## src/sv/atr_pkg.sv

```systemverilog
// ----------------------------------------------------------------------------
// atr_pkg
// Shared widths, default timing values and TA1 decode tables for the ATR
// parser and its divider.
// ----------------------------------------------------------------------------
package atr_pkg;

	localparam int FI_W = 12;
	localparam int DI_W = 8;
	localparam int FMAX_W = 8;
	localparam int RAW_AFTER_BAD_TS = 8;
	localparam int RAW_CNT_W = 4;

	localparam logic [FI_W-1:0]   FI_DEFAULT   = 12'd372;
	localparam logic [DI_W-1:0]   DI_DEFAULT   = 8'd1;
	localparam logic [FMAX_W-1:0] FMAX_DEFAULT = 8'd5;
	localparam logic [FI_W-1:0]   ETU_DEFAULT  = 12'd372;

	localparam logic [7:0] TS_INVERSE_RAW = 8'h03;
	localparam logic [7:0] TS_INVERSE_REP = 8'h3F;
	localparam logic [7:0] TS_DIRECT      = 8'h3B;

	typedef enum logic [2:0] {
		KIND_SKIP  = 3'd0,
		KIND_TS    = 3'd1,
		KIND_T0    = 3'd2,
		KIND_IFACE = 3'd3,
		KIND_HIST  = 3'd4,
		KIND_TCK   = 3'd5,
		KIND_RAW   = 3'd6,
		KIND_EXTRA = 3'd7
	} kind_t;

	function automatic logic [FI_W-1:0] fi_lookup(input logic [3:0] code);
		logic [FI_W-1:0] v;
		case (code)
			4'd0, 4'd1: v = 12'd372;
			4'd2:       v = 12'd558;
			4'd3:       v = 12'd744;
			4'd4:       v = 12'd1116;
			4'd5:       v = 12'd1488;
			4'd6:       v = 12'd1860;
			4'd9:       v = 12'd512;
			4'd10:      v = 12'd768;
			4'd11:      v = 12'd1024;
			4'd12:      v = 12'd1536;
			4'd13:      v = 12'd2048;
			default:    v = 12'd255;
		endcase
		return v;
	endfunction

	function automatic logic [DI_W-1:0] di_lookup(input logic [3:0] code);
		logic [DI_W-1:0] v;
		case (code)
			4'd1:    v = 8'd1;
			4'd2:    v = 8'd2;
			4'd3:    v = 8'd4;
			4'd4:    v = 8'd8;
			4'd5:    v = 8'd16;
			4'd6:    v = 8'd32;
			4'd7:    v = 8'd64;
			4'd8:    v = 8'd12;
			4'd9:    v = 8'd20;
			default: v = 8'd255;
		endcase
		return v;
	endfunction

	function automatic logic [FMAX_W-1:0] fmax_lookup(input logic [3:0] code);
		logic [FMAX_W-1:0] v;
		case (code)
			4'd0:       v = 8'd4;
			4'd1, 4'd9: v = 8'd5;
			4'd2:       v = 8'd6;
			4'd3:       v = 8'd8;
			4'd4:       v = 8'd12;
			4'd5:       v = 8'd16;
			4'd6, 4'd13: v = 8'd20;
			4'd10:      v = 8'd7;
			4'd11:      v = 8'd10;
			4'd12:      v = 8'd15;
			default:    v = 8'd255;
		endcase
		return v;
	endfunction

endpackage

```

## src/sv/atr_div.sv

```systemverilog
// ----------------------------------------------------------------------------
// atr_div
// Restoring divider, one quotient bit per cycle. Computes Fi / Di for the
// elementary time unit. Divisor is never zero.
// ----------------------------------------------------------------------------
module atr_div (
	input  logic                        clk,
	input  logic                        arst_n,
	input  logic                        start,
	input  logic [atr_pkg::FI_W-1:0]    dividend,
	input  logic [atr_pkg::DI_W-1:0]    divisor,
	output logic                        done,
	output logic [atr_pkg::FI_W-1:0]    quotient
);

	localparam int CNT_W = $clog2(atr_pkg::FI_W + 1);

	logic [atr_pkg::FI_W-1:0] quo_q;
	logic [atr_pkg::DI_W-1:0] rem_q;
	logic [atr_pkg::DI_W-1:0] div_q;
	logic [CNT_W-1:0]         cnt_q;
	logic                     done_q;

	logic [atr_pkg::DI_W:0]   shifted;
	logic [atr_pkg::DI_W+1:0] trial;

	// partial remainder with next dividend bit shifted in, then trial subtract
	assign shifted = {rem_q, quo_q[atr_pkg::FI_W-1]};
	assign trial   = {1'b0, shifted} - {2'b00, div_q};

	always_ff @(posedge clk or negedge arst_n) begin
		if (!arst_n) begin
			cnt_q  <= '0;
			done_q <= 1'b0;
		end else begin
			done_q <= 1'b0;
			if (start) begin
				cnt_q <= CNT_W'(atr_pkg::FI_W);
			end else if (cnt_q != '0) begin
				cnt_q <= cnt_q - 1'b1;
				if (cnt_q == CNT_W'(1))
					done_q <= 1'b1;
			end
		end
	end

	always_ff @(posedge clk) begin
		if (start) begin
			quo_q <= dividend;
			rem_q <= '0;
			div_q <= divisor;
		end else if (cnt_q != '0) begin
			if (!trial[atr_pkg::DI_W+1]) begin
				rem_q <= trial[atr_pkg::DI_W-1:0];
				quo_q <= {quo_q[atr_pkg::FI_W-2:0], 1'b1};
			end else begin
				rem_q <= shifted[atr_pkg::DI_W-1:0];
				quo_q <= {quo_q[atr_pkg::FI_W-2:0], 1'b0};
			end
		end
	end

	assign done     = done_q;
	assign quotient = quo_q;

endmodule

```

## src/sv/smartcard_atr_parser.sv

```systemverilog
// ----------------------------------------------------------------------------
// smartcard_atr_parser
// Classifies received answer-to-reset bytes and tracks TA1 timing.
// ----------------------------------------------------------------------------
// Input stream: one raw card byte per word on s_tdata, s_tuser high marks the
// TS position of a new ATR and restarts parsing.
// Output stream: one word per input word, carrying the converted byte, its
// kind, the convention, bad-TS and TCK flags, and the current Fi, Di, ETU and fMax.
// m_tlast marks the final byte of the ATR or of the raw run after a bad TS.
// Path: an ordinary byte is registered with its kind and last flag when taken,
// then moves to the output register. A TA1 byte waits first in ST_DIV: the ETU
// is Fi / Di from a restoring divider that produces one quotient bit per cycle.
// s_tready is high only while the sequencer is idle, so one byte is in work
// at a time; a finished word can wait in the output register while the next
// byte is taken in.
// Reset: parser waits for TS, direct convention, timing 372 / 1 / 5 / 372,
// no output word pending.
// Receiver stall: the word holds on the output and the next result waits in
// the sequencer until the output register frees up.
// ----------------------------------------------------------------------------
module smartcard_atr_parser #(
	parameter int RAW_AFTER_BAD_TS = atr_pkg::RAW_AFTER_BAD_TS
) (
	input  logic        clk,
	input  logic        arst_n,
	input  logic        s_tvalid,
	output logic        s_tready,
	input  logic [7:0]  s_tdata,   // [7:0] rx_byte
	input  logic        s_tuser,   // [0] new_atr
	output logic        m_tvalid,
	input  logic        m_tready,
	// [7:0] data_byte, [19:8] fi_value, [27:20] di_value,
	// [39:28] etu_cycles, [47:40] fmax_mhz
	output logic [47:0] m_tdata,
	// [2:0] byte_kind, [3] inverse_mode, [4] bad_ts, [5] tck_expected
	output logic [5:0]  m_tuser,
	output logic        m_tlast    // last
);

	localparam logic [atr_pkg::RAW_CNT_W-1:0] RawLen =
		atr_pkg::RAW_CNT_W'(RAW_AFTER_BAD_TS);

	typedef enum logic [2:0] {
		PH_TS, PH_T0, PH_IFACE, PH_HIST, PH_TCK, PH_RAW, PH_DONE
	} phase_t;

	typedef enum logic [1:0] {
		ST_IDLE, ST_DIV, ST_PUSH
	} seq_t;

	function automatic logic [7:0] inv_conv(input logic [7:0] b);
		logic [7:0] r;
		for (int i = 0; i < 8; i++)
			r[7-i] = ~b[i];
		return r;
	endfunction

	// parser state
	seq_t                              st_q;
	phase_t                            phase_q;
	logic                              inv_q, zskip_q, first_q, tck_q, bad_q;
	logic [3:0]                        pend_q, hist_q;
	logic [atr_pkg::RAW_CNT_W-1:0]     raw_q;
	logic [atr_pkg::FI_W-1:0]          fi_q, etu_q;
	logic [atr_pkg::DI_W-1:0]          di_q;
	logic [atr_pkg::FMAX_W-1:0]        fmax_q;
	logic [7:0]                        data_q;
	atr_pkg::kind_t                    kind_q;
	logic                              last_q;

	// output register
	logic                              m_tvalid_q;
	logic [47:0]                       m_tdata_q;
	logic [5:0]                        m_tuser_q;
	logic                              m_tlast_q;

	// next-state of one parse step
	phase_t                            ph_n;
	logic                              inv_n, zskip_n, first_n, tck_n, bad_n;
	logic [3:0]                        pend_n, hist_n, bit_n;
	logic [atr_pkg::RAW_CNT_W-1:0]     raw_n;
	logic [7:0]                        data_n;
	atr_pkg::kind_t                    kind_n;
	logic                              last_n, def_n, ta1_n;

	logic                              accept, out_free, div_done;
	logic [atr_pkg::FI_W-1:0]          div_quo;

	assign accept   = s_tvalid && s_tready;
	assign s_tready = (st_q == ST_IDLE);
	assign out_free = !m_tvalid_q || m_tready;

	always_comb begin
		ph_n    = phase_q;
		inv_n   = inv_q;
		zskip_n = zskip_q;
		first_n = first_q;
		tck_n   = tck_q;
		bad_n   = bad_q;
		pend_n  = pend_q;
		hist_n  = hist_q;
		raw_n   = raw_q;
		def_n   = 1'b0;
		ta1_n   = 1'b0;
		data_n  = 8'h00;
		kind_n  = atr_pkg::KIND_EXTRA;
		last_n  = 1'b0;
		bit_n   = 4'h0;

		if (s_tuser) begin
			ph_n    = PH_TS;
			inv_n   = 1'b0;
			zskip_n = 1'b0;
			first_n = 1'b0;
			tck_n   = 1'b0;
			bad_n   = 1'b0;
			pend_n  = 4'h0;
			hist_n  = 4'h0;
			raw_n   = '0;
			def_n   = 1'b1;
		end

		case (ph_n)
			PH_TS: begin
				if (s_tdata == 8'h00 && !zskip_n) begin
					zskip_n = 1'b1;
					kind_n  = atr_pkg::KIND_SKIP;
				end else begin
					kind_n = atr_pkg::KIND_TS;
					if (s_tdata == atr_pkg::TS_INVERSE_RAW) begin
						inv_n  = 1'b1;
						data_n = atr_pkg::TS_INVERSE_REP;
						ph_n   = PH_T0;
					end else if (s_tdata == atr_pkg::TS_DIRECT) begin
						inv_n  = 1'b0;
						data_n = s_tdata;
						ph_n   = PH_T0;
					end else begin
						bad_n  = 1'b1;
						data_n = s_tdata;
						raw_n  = RawLen;
						ph_n   = (RawLen != '0) ? PH_RAW : PH_DONE;
						last_n = (RawLen == '0);
					end
				end
			end
			PH_RAW: begin
				kind_n = atr_pkg::KIND_RAW;
				data_n = s_tdata;
				raw_n  = raw_n - 1'b1;
				if (raw_n == '0) begin
					ph_n   = PH_DONE;
					last_n = 1'b1;
				end
			end
			PH_T0: begin
				data_n  = inv_n ? inv_conv(s_tdata) : s_tdata;
				kind_n  = atr_pkg::KIND_T0;
				pend_n  = data_n[7:4];
				hist_n  = data_n[3:0];
				first_n = 1'b0;
				if (!data_n[4])
					def_n = 1'b1;
				if (pend_n != 4'h0)
					ph_n = PH_IFACE;
				else if (hist_n != 4'h0)
					ph_n = PH_HIST;
				else
					ph_n = tck_n ? PH_TCK : PH_DONE;
				last_n = (ph_n == PH_DONE);
			end
			PH_IFACE: begin
				data_n = inv_n ? inv_conv(s_tdata) : s_tdata;
				kind_n = atr_pkg::KIND_IFACE;
				// lowest pending presence bit names this byte: TA, TB, TC, TD
				bit_n  = pend_n & (~pend_n + 4'h1);
				if (!first_n && bit_n == 4'b0001)
					ta1_n = 1'b1;
				first_n = 1'b1;
				pend_n  = pend_n & ~bit_n;
				if (bit_n == 4'b1000) begin
					if (data_n[3:0] != 4'h0)
						tck_n = 1'b1;
					pend_n = data_n[7:4];
				end
				if (pend_n == 4'h0) begin
					if (hist_n != 4'h0)
						ph_n = PH_HIST;
					else
						ph_n = tck_n ? PH_TCK : PH_DONE;
				end
				last_n = (ph_n == PH_DONE);
			end
			PH_HIST: begin
				data_n = inv_n ? inv_conv(s_tdata) : s_tdata;
				kind_n = atr_pkg::KIND_HIST;
				hist_n = hist_n - 4'h1;
				if (hist_n == 4'h0) begin
					ph_n   = tck_n ? PH_TCK : PH_DONE;
					last_n = (ph_n == PH_DONE);
				end
			end
			PH_TCK: begin
				data_n = inv_n ? inv_conv(s_tdata) : s_tdata;
				kind_n = atr_pkg::KIND_TCK;
				ph_n   = PH_DONE;
				last_n = 1'b1;
			end
			default: begin
				data_n = inv_n ? inv_conv(s_tdata) : s_tdata;
				kind_n = atr_pkg::KIND_EXTRA;
			end
		endcase
	end

	atr_div u_div (
		.clk      (clk),
		.arst_n   (arst_n),
		.start    (accept && ta1_n),
		.dividend (atr_pkg::fi_lookup(data_n[7:4])),
		.divisor  (atr_pkg::di_lookup(data_n[3:0])),
		.done     (div_done),
		.quotient (div_quo)
	);

	always_ff @(posedge clk or negedge arst_n) begin
		if (!arst_n) begin
			st_q       <= ST_IDLE;
			phase_q    <= PH_TS;
			inv_q      <= 1'b0;
			zskip_q    <= 1'b0;
			first_q    <= 1'b0;
			tck_q      <= 1'b0;
			bad_q      <= 1'b0;
			pend_q     <= 4'h0;
			hist_q     <= 4'h0;
			raw_q      <= '0;
			fi_q       <= atr_pkg::FI_DEFAULT;
			di_q       <= atr_pkg::DI_DEFAULT;
			fmax_q     <= atr_pkg::FMAX_DEFAULT;
			etu_q      <= atr_pkg::ETU_DEFAULT;
			m_tvalid_q <= 1'b0;
		end else begin
			if (st_q == ST_PUSH && out_free)
				m_tvalid_q <= 1'b1;
			else if (m_tready)
				m_tvalid_q <= 1'b0;
			case (st_q)
				ST_IDLE: begin
					if (accept) begin
						phase_q <= ph_n;
						inv_q   <= inv_n;
						zskip_q <= zskip_n;
						first_q <= first_n;
						tck_q   <= tck_n;
						bad_q   <= bad_n;
						pend_q  <= pend_n;
						hist_q  <= hist_n;
						raw_q   <= raw_n;
						if (ta1_n) begin
							fi_q   <= atr_pkg::fi_lookup(data_n[7:4]);
							di_q   <= atr_pkg::di_lookup(data_n[3:0]);
							fmax_q <= atr_pkg::fmax_lookup(data_n[7:4]);
							st_q   <= ST_DIV;
						end else begin
							if (def_n) begin
								fi_q   <= atr_pkg::FI_DEFAULT;
								di_q   <= atr_pkg::DI_DEFAULT;
								fmax_q <= atr_pkg::FMAX_DEFAULT;
								etu_q  <= atr_pkg::ETU_DEFAULT;
							end
							st_q <= ST_PUSH;
						end
					end
				end
				ST_DIV: begin
					if (div_done) begin
						etu_q <= div_quo;
						st_q  <= ST_PUSH;
					end
				end
				ST_PUSH: begin
					if (out_free)
						st_q <= ST_IDLE;
				end
				default: st_q <= ST_IDLE;
			endcase
		end
	end

	always_ff @(posedge clk) begin
		if (accept) begin
			data_q <= data_n;
			kind_q <= kind_n;
			last_q <= last_n;
		end
		if (st_q == ST_PUSH && out_free) begin
			m_tdata_q <= {fmax_q, etu_q, di_q, fi_q, data_q};
			m_tuser_q <= {tck_q, bad_q, inv_q, kind_q};
			m_tlast_q <= last_q;
		end
	end

	assign m_tvalid = m_tvalid_q;
	assign m_tdata  = m_tdata_q;
	assign m_tuser  = m_tuser_q;
	assign m_tlast  = m_tlast_q;

endmodule
```

## config.mk

```make
export PLATFORM = sky130hd
export DESIGN_NAME = smartcard_atr_parser
export DESIGN_NICKNAME = d
export VERILOG_FILES = /design/src/sv/atr_pkg.sv /design/src/sv/atr_div.sv /design/src/sv/smartcard_atr_parser.sv
export SDC_FILE = /design/constraint.sdc
export NUM_CORES = 1
export LEC_CHECK = 0
export ABC_AREA = 0
export BUFFER_PORTS_ARGS = -buffer_cell sky130_fd_sc_hd__buf_2
export CORE_MARGIN = 1.5
export CORE_UTILIZATION = 46
export CTS_CLUSTER_SIZE = 14
export DETAILED_ROUTE_END_ITERATION = 12
export SYNTH_ARGS = -nofsm -noshare
export SYNTH_HDL_FRONTEND = slang
export SYNTH_SLANG_ARGS = --single-unit
```

## constraint.sdc

```tcl
create_clock -name clk -period 10 [get_ports clk]
set_clock_uncertainty 0.1 [all_clocks]
set_input_delay 2 -clock clk [delete_from_list [all_inputs] [get_ports clk]]
set_output_delay 2 -clock clk [all_outputs]
set_load 0.1 [all_outputs]
```

# Yosys cells after proc, flatten, opt, wreduce, memory -nomap -nowiden
# Memories as Yosys holds them, arrays and structs flattened. A register that Yosys moved wholly into a read port is not among the register bits.
# Cells that the tools add are included.
[word_totals] ff_bits=155 mem_bits_ro=768 inputBits=13 out_inout_bits=57 word_cells=180 mem_count=5
[memory_table] name="(name not given)" depth=16 width=12 rd=1 rd_clocked_by_memory_dff=0 wr=0 line="atr_pkg.sv:36" text="case (code)"
[memory_table] name="(name not given)" depth=16 width=12 rd=1 rd_clocked_by_memory_dff=0 wr=0 line="atr_pkg.sv:36"
[memory_table] name="(name not given)" depth=16 width=8 rd=1 rd_clocked_by_memory_dff=0 wr=0 line="atr_pkg.sv:55" text="case (code)"
[memory_table] name="(name not given)" depth=16 width=8 rd=1 rd_clocked_by_memory_dff=0 wr=0 line="atr_pkg.sv:72" text="case (code)"
[memory_table] name="(name not given)" depth=16 width=8 rd=1 rd_clocked_by_memory_dff=1 wr=0 line="atr_pkg.sv:55"
[classes] addsub=5 n_eq_ne=20 n_mux=86 n_bitwise=12 reduce_logical=27
[ops] operator="two-way mux 12 bit" count=7
[ops] operator="two-way mux 8 bit" count=8
[ops] operator="two-way mux 4 bit" count=10
[ops] operator="two-way mux 3 bit" count=12
[ops] operator="case mux 3 bit (6 select lines)" count=2
[ops] operator="two-way mux 1 bit" count=33
[ops] operator="case mux 12 bit (2 select lines)" count=1
[ops] operator="case mux 4 bit (2 select lines)" count=3
[ops] operator="case mux 8 bit (2 select lines)" count=1
[ops] operator="nonzero test 4 bit" count=4
[ops] operator="== test 3 bit, second input constant" count=5
[ops] operator="logical NOT 4 bit" count=3
[ops] operator="two-way mux 2 bit" count=6
[ops] operator="subtractor 4 x 1 -> 4 bit, second input constant" count=3
[ops] operator="subtractor 9 x 8 -> 10 bit" count=1
[ops] operator="bitwise AND 4 bit" count=2
[ops] operator="== test 4 x 1 -> 1 bit, second input constant" count=2
[ops] operator="== test 8 x 2 -> 1 bit, second input constant" count=1
[ops] operator="== test 8 x 6 -> 1 bit, second input constant" count=1
[ops] operator="logical NOT 8 bit" count=1
[ops] operator="inverter 1 bit" count=8
[ops] operator="inverter 4 bit" count=2
[ops] operator="nonzero test 2 bit" count=4
[ops] operator="== test 3 x 2 -> 1 bit, second input constant" count=2
[ops] operator="other kinds (18)" count=28

# Depth between registers and ports, before layout
# Gate-level depths: netlist (run 1).
[depth] depth_word=13 depth_mapped=13 ltp_nobuf=10

# By module
# A second synthesis (run 1) with hierarchy kept.
[unflattened] hier_cells=707 hier_area_um2=7997.7
[modules_own_cells] module="smartcard_atr_parser" instances=1 cells_each=553 area_each_um2=6202.2 seq_area_each_um2=3439.5
[modules_own_cells] module="atr_div" instances=1 cells_each=154 area_each_um2=1795.5 seq_area_each_um2=885.8

# Worst setup path after synthesis (run 1)
# No wires, ideal clock.
[synth_timing] kind="input to register" start="in m_tready" end="reg m_tdata_q[0], in the netlist m_tdata[0], enable pin" setup_time_ns=0.468 arrival_ns=4.474 t_required_ns=9.432 slack_ns=4.958 cell_stages=2 n_path_buf=0 path_cell_list="nand2b_1 -> nor2b_1"
[synth_via] elab_chain_len=2
[synth_lines] element="start, declared" line="smartcard_atr_parser.sv:31" text="input logic m_tready,"
[synth_lines] element="logical OR 1 bit" line="smartcard_atr_parser.sv:91" text="assign out_free = !m_tvalid_q || m_tready;"
[synth_lines] element="logical AND 1 bit" line="smartcard_atr_parser.sv:297" text="if (st_q == ST_PUSH && out_free) begin"
[synth_lines] element="end signal, assigned" line="smartcard_atr_parser.sv:298" text="m_tdata_q <= {fmax_q, etu_q, di_q, fi_q, data_q};"
[synth_lines] element="end, declared" line="smartcard_atr_parser.sv:73" text="logic [47:0] m_tdata_q;"
# Every way passes these cells.
# A chain may end at the register's enable or synchronous reset.

# Worst setup path in the final report (run 1)
[layout_timing] start="in s_tdata[2]" end="reg u_div.quo_q (netlist bit u_div.quotient[1]), data pin"
[layout_via] elab_chain_len=6 elab_cells_between_ends=10 classes_between="1 x eq/ne; 5 x mux; 1 x bitwise; 2 x reduce/logical; 1 x memory"
[layout_lines] element="start, declared" line="smartcard_atr_parser.sv:28" text="input logic [7:0] s_tdata,"
[layout_lines] element="== test 8 x 2 -> 1 bit / logical NOT 8 bit (equally long branches)" line="smartcard_atr_parser.sv:130, smartcard_atr_parser.sv:125"
[layout_lines] element="two-way mux 8 bit / logical AND 1 bit (equally long branches)" line="smartcard_atr_parser.sv:130, smartcard_atr_parser.sv:125"
[layout_lines] element="two-way mux 8 bit" line="smartcard_atr_parser.sv:125" text="if (s_tdata == 8'h00 && !zskip_n) begin"
[layout_lines] element="case mux 8 bit (2 select lines) (*)" line="smartcard_atr_parser.sv:123" text="case (ph_n)"
[layout_lines] element="via data_n[5]" line="smartcard_atr_parser.sv:82" text="logic [7:0] data_n;"
[layout_lines] element="memory (16 x 12 bit) (*)"
[layout_lines] element="two-way mux 12 bit (*)" line="atr_div.sv:48" text="if (start) begin"
[layout_lines] element="end signal, assigned" line="atr_div.sv:49" text="quo_q <= dividend;"
[layout_lines] element="end signal, assigned" line="atr_div.sv:55" text="quo_q <= {quo_q[atr_pkg::FI_W-2:0], 1'b1};"
[layout_lines] element="end signal, assigned" line="atr_div.sv:58" text="quo_q <= {quo_q[atr_pkg::FI_W-2:0], 1'b0};"
[layout_lines] element="end, declared" line="atr_div.sv:18" text="logic [atr_pkg::FI_W-1:0] quo_q;"
# Mark *: on every way through the listed nets, which the timed path passes. The rest lies on a longest branch.

==> flow_summary.json, run 1 <==
{
  "switching_share_pct": 40.9,
  "dieArea_um2": 17900,
  "ys_types": 69,
  "synth_ff_type": "edfxtp_1",
  "setup_violations": 0,
  "required_ps": 10200,
  "synth_nets": 807,
  "p_int_mw": 1.45,
  "finalCriticalPeriod_ps": 5040,
  "cts_root_buffer": "clkbuf_16",
  "p_per_area_nw_per_um2": 276,
  "via_per_inst": 5.78,
  "final-hold-violation-count": 0,
  "vias": 6029,
  "tightestPinTransition_ps": 1160,
  "postPlaceCellArea_um2": 8310,
  "crit_type": "in2reg",
  "grt_max_degree": 66,
  "place_congestion": 0.948,
  "drt_iter0_drc": 548,
  "max-clock-path-buffers": 2,
  "ctsHoldBuffers": 0,
  "hp-class": "reg2reg",
  "ys_warn_count": 0,
  "finalSetupTns_ps": 0,
  "max_slew_margin_pct": 21.4,
  "syn_avg_cell_area_um2": 10.2,
  "route.detailed.drc": 0,
  "grt_pass1_vias": 5656,
  "numClockSinks": 157,
  "finish.utilization_pct": 53.7,
  "cts_setup_buffers": 0,
  "n_antenna_cell": 0,
  "wl_per_cell_um": 18.0,
  "synth_edf_count": 84,
  "cp_data_arrival_time_ps": 5240,
  "fmax_mhz": 198,
  "synth_top_cell_area_share_pct": 32.0,
  "status": "completed",
  "cts_buffers": 17,
  "ant_nets": 0,
  "fp.coreArea_um2": 16600,
  "synth_area_leader_cell": "edfxtp_1",
  "clockPowerShare_pct": 27.3,
  "syn_to_final_growth_pct": 13.4,
  "dp_hpwl_um": 12700,
  "gr-total-overflow": 0,
  "critical_path.max_fanout": 11,
  "p_comb_share_pct": 34.6,
  "maxCapViolCount": 0,
  "rsz0062_at_grt": "false",
  "cts_tree": "built",
  "drt-total-wl_um": 18800,
  "place.port_buffers": 69,
  "drive_above_1_share_pct": 16.0,
  "design_area_um2": 8930,
  "dr.pass1.iters": 5,
  "cts.repair.resized": 0,
  "switchingPower_mw": 1.01,
  "start_util_pct": 47.3,
  "rows": 47,
  "pwr-share-seq_pct": 38.2,
  "synth_area_leaders": "edfxtp_1 32%, dfrtp_1 17%, o21ai_0 4.6%",
  "die_y_um": 134,
  "h-tree-depth": 4,
  "die_w_um": 134,
  "endpoint_kind": "flop",
  "final_max_slew_viol_count": 0,
  "io_pins": 70,
  "cts.clk_slew.worst_paths_ps": 70,
  "ir_drop_mv": 0.145,
  "grt_use_total_pct": 22.0,
  "antenna_found_initial": 0,
  "syn_inst": 769,
  "synth.yosys.seq_area_share_pct": 54.9,
  "period_share_pct": 50.4,
  "start_kind": "input port",
  "async_flop_share_pct": 41.4,
  "ys_ff_latch": 157,
  "grt_pass1_wl_um": 30500,
  "synth.cell_area_um2": 7870,
  "worstSkewPairLatency_ps": 430,
  "p_leak_nw": 3.56,
  "fin_nets": 848
}
[path summary, 6_finish.rpt]
check	endpoint	slack, ps	from	cells after the start
max	u_div.quotient[1]	4960	s_tdata[2]	11
min	m_tdata[7]	320	data_q[7]	0
max reg2reg	u_div.quotient[4]	6140	st_q[0]	8
min reg2reg	m_tdata[7]	320	data_q[7]	0
max in group asynchronous	etu_q[7]	7540	arst_n	2
min in group asynchronous	raw_q[1]	1650	arst_n	2
[logic make-up (layout without fill, tap and decap cells)]
group / count (synthesis) / in the layout / share of synthesized area [%]
AO/OA/AOI/OAI: 221 / 221 / 17.9
XOR/XNOR: 10 / 10 / 1.11
adder cells (fa/ha/maj): 25 / 25 / 4.07
buffers and inverters: 87 / 141 / 4.59
flip-flops: 157 / 157 / 54.9
multiplexers: 17 / 17 / 2.27
AND/OR/NAND/NOR: 252 / 252 / 15.1
[worst max-delay path, stage by stage]
cell and delay (ps):
buf_2 170, or4_4 580, o32a_1 440, o21ai_0 440, nand2_1 330, inv_1 160, ha_1 350, nor3_1 100
a31oi_1 360, o21ai_0 200, nand2_1 110
[cells in the final DEF (no fill, tap or decap), types with 6 or more instances in the layout]
master	Yosys	layout
dfrtp_1	52	52
xnor2_1	8	8
o21ai_0	72	72
nor2_1	74	74
o21a_1	12	12
nand3_1	26	26
ha_1	24	24
a22o_1	8	8
buf_2	5	69
mux2i_1	13	13
nand2_1	77	77
nor2b_1	15	14
dfxtp_1	8	8
a31oi_1	8	8
clkbuf_16	0	17
a22oi_1	6	6
a21oi_1	46	46
a211oi_1	9	9
nor3_1	11	11
edfxtp_1	84	84
inv_8	0	6
o31ai_1	8	8
dfstp_2	13	13
inv_1	35	35
nand2b_1	11	11
[cell type report]
class                           count  area, µm²
Fill cell                        1495       7710
Clock buffer                       17        425
Tap cell                          220        275
Timing Repair Buffer               73        375
Sequential cell                   157       4330
Clock inverter                     15        196
Inverter                           36        138
Multi-Input combinational cell    525       3190
[power groups by stage]
stage / combinational [mW] / sequential [mW] / clock [mW]
6_report: 0.851 / 0.940 / 0.671
5_1_grt: 0.932 / 0.956 / 0.710
4_1_cts: 0.848 / 0.937 / 0.684
3_5_place_dp: 0.844 / 0.948 / 0
3_3_place_gp: 0.828 / 0.945 / 0
2_1_floorplan: 0.536 / 1.07 / 0
[registers in the layout, indices dropped and copies added, names as in the netlist, 5 cells and up]
name,flops
u_div.quotient,12
fmax_q,5
u_div.rem_q,8
fi_q,12
di_q,8
m_tdata,45
m_tuser,6
etu_q,12
u_div.div_q,8
data_q,8
[per-stage QoR]
step	power, mW	hold slack [ps]	setup WS [ps]	instances
detailed placement	1.79	305	4580	1011
global placement	1.77	308	4590	1011
global route	2.60	327	4690	1043
CTS	2.47	320	5030	1043
floorplan	1.61	300	4960	769
finish	2.46	318	4960	1043
[synthesized netlist by cell type, drive strengths merged, types with 5 or more instances]
library cell,count
edfxtp,84
nand2,77
o21ai,76
nor2,74
dfrtp,52
a21oi,46
clkbuf,38
inv,36
nand3,26
ha,24
nor2b,15
buf,13
dfstp,13
mux2i,13
o21a,12
nand2b,11
nor3,11
a211oi,9
a22o,8
a31oi,8
dfxtp,8
o31ai,8
xnor2,8
a22oi,6
nand4,5
nor4,5
o211ai,5
[layer usage]
metal | global-route usage, % | wire (µm)
met1 | 31.7 | 8860
met2 | 33.6 | 8550
met3 | 3.85 | 1030
met4 | 7.97 | 364
met5 | 0 | 0
(Power assumes the default switching activity.)
==> run 2, diff against run 1 <==
Settings changed: PLACE_DENSITY set to 0.67.
Clock period 10 ns to 4.32 ns, I/O delays scaled along.
==> run 2 against run 1 <==
Against the previous run:
- utilization increased by 0.57 points
- clock power increased by 110%
- sequential share of layout area shrank 0.51 points
- register-to-register slack got worse by 5300 ps
- total power increased by 130%
- non-clock buffer count is 21 higher
- highest routed layer unchanged
- critical path type unchanged
- largest power group unchanged
- combinational power rose by 140%
- setup slack worse by 4400 ps
- global-route usage up 0.43 points
- cell count rose by 2.0%
- sequential power grew 130%
- die area is the same
==> flow_summary.json, run 2 (synthesis gave the netlist of run 1 again) <==
{
  "critical_path.max_fanout": 11,
  "grt_max_degree": 53,
  "n_antenna_cell": 0,
  "io_pins": 70,
  "p_leak_nw": 3.62,
  "pre_cts_ws_ps": 194,
  "die_w_um": 134,
  "drt_iter0_drc": 509,
  "maxCapViolCount": 0,
  "path_cells": "buf_2 -> or4_4 -> o32a_1 -> o21ai_0 -> nand2_1 -> ha_1 -> and3_1 -> a221oi_1 -> mux2i_1",
  "hp-class": "reg2reg",
  "via_per_inst": 5.75,
  "antenna_found_initial": 0,
  "ctsHoldBuffers": 0,
  "max-clock-path-buffers": 2,
  "cts_root_buffer": "clkbuf_16",
  "cts.repair.resized": 0,
  "reg2reg_slack_ps": 820,
  "worst_path_largest_cell_delay_ps": 580,
  "wl_per_cell_um": 18.0,
  "grt_pass1_vias": 5897,
  "p_per_area_nw_per_um2": 624,
  "start_util_pct": 47.3,
  "h-tree-depth": 4,
  "worstSkewPairLatency_ps": 430,
  "grt_pass1_wl_um": 30900,
  "cts_tree": "built",
  "finish.utilization_pct": 54.2,
  "start_kind": "input port",
  "place_congestion": 0.924,
  "dr.pass1.iters": 5,
  "cp_data_arrival_time_ps": 3810,
  "fill_cells": 1521,
  "rows": 47,
  "cts_buffers": 17,
  "postLayoutSetupSlackWorst_ps": 546,
  "gr-total-overflow": 0,
  "die_y_um": 134,
  "largest_register_ffs": 45,
  "fp.coreArea_um2": 16600,
  "period_share_pct": 87.4,
  "final_max_slew_viol_count": 0,
  "cts.clk_slew.worst_paths_ps": 60,
  "required_ps": 4350,
  "tightestPinTransition_ps": 978,
  "endpoint_kind": "flop",
  "drt-total-wl_um": 19200,
  "crit_slowest_cell": "or4_4",
  "max_slew_margin_pct": 34.8,
  "syn_to_final_growth_pct": 14.6,
  "fmax_mhz": 265,
  "cts_setup_buffers": 0,
  "place.port_buffers": 69,
  "grt_use_total_pct": 22.4,
  "ir_drop_mv": 0.352,
  "route.detailed.drc": 0,
  "final-hold-violation-count": 0,
  "finalCriticalPeriod_ps": 3770,
  "vias": 6117,
  "final_common_cell": "edfxtp_1",
  "layout_common_cells": "84 x edfxtp_1, 77 x nand2_1, 74 x nor2_1",
  "setup_violations": 0,
  "ant_nets": 0,
  "dp_hpwl_um": 13500,
  "finalSetupTns_ps": 0,
  "dieArea_um2": 17900,
  "numClockSinks": 157,
  "fin_nets": 869,
  "crit_type": "in2reg",
  "drive_above_1_share_pct": 17.9,
  "rsz0062_at_grt": "false",
  "status": "completed"
}
[run 2: changes by cell type in the layout (fill, tap and decap cells not counted), sizes merged]
cell,before,now
clkbuf,17,19
buf,73,94
clkinvlp,1,3
clkinv,6,2
[run 2: path summary, 6_finish.rpt]
path                       cells after the start        from           endpoint
min reg2reg                                    0   data_q[6]         m_tdata[6]
max reg2reg                                   10  phase_q[0]  u_div.quotient[7]
min                                            0   data_q[6]         m_tdata[6]
max in group asynchronous                      2      arst_n            fi_q[8]
min in group asynchronous                      1      arst_n            di_q[7]
max                                            9  s_tdata[2]  u_div.quotient[0]
[run 2: area by class of cell]
| class | count | area (µm²) | area share (%) |
|---|---|---|---|
| Sequential cell | 157 | 4330 | 47.9 |
| Multi-Input combinational cell | 525 | 3190 | 35.4 |
| Inverter | 36 | 138 | 1.53 |
| Clock inverter | 13 | 126 | 1.40 |
| Clock buffer | 19 | 433 | 4.80 |
| Timing Repair Buffer | 94 | 533 | 5.91 |
| Tap cell | 220 | 275 | 3.05 |
[run 2: metal layers]
layer / GRT usage [%] / vias to the layer above / part of all wire [%]
li1: - / 2909 / -
met1: 29.7 / 2949 / 44
met2: 35.7 / 222 / 47
met3: 3.97 / 37 / 5.6
met4: 11.4 / 0 / 2.9
met5: 0 / - / 0
[run 2: critical path, delay by kind of cell]
family	cells	cell delay [ps]
AO/OA/AOI/OAI	3	1180
adder cells (fa/ha/maj)	1	380
AND/OR/NAND/NOR	3	1070
multiplexers	1	150
buffers and inverters	1	160
[run 2: where the power goes]
part           switching (mW)  internal, mW  total [mW]
logic                    1.41         0.642        2.05
clock network           0.623         0.804        1.43
registers               0.228          1.92        2.15
total                    2.26          3.37        5.63
[run 2: through the flow]
| stage | total power [mW] | instance area [µm²] | instances | hold WS (ps) |
|---|---|---|---|---|
| final | 5.63 | 9020 | 1064 | 318 |
| after global routing | 5.94 | 9020 | 1064 | 331 |
| after CTS | 5.64 | 9020 | 1064 | 317 |
| after detailed placement | 4.20 | 8470 | 1032 | 305 |
| after global placement | 4.14 | 8470 | 1032 | 301 |
| after floorplan | 3.73 | 7870 | 769 | 300 |
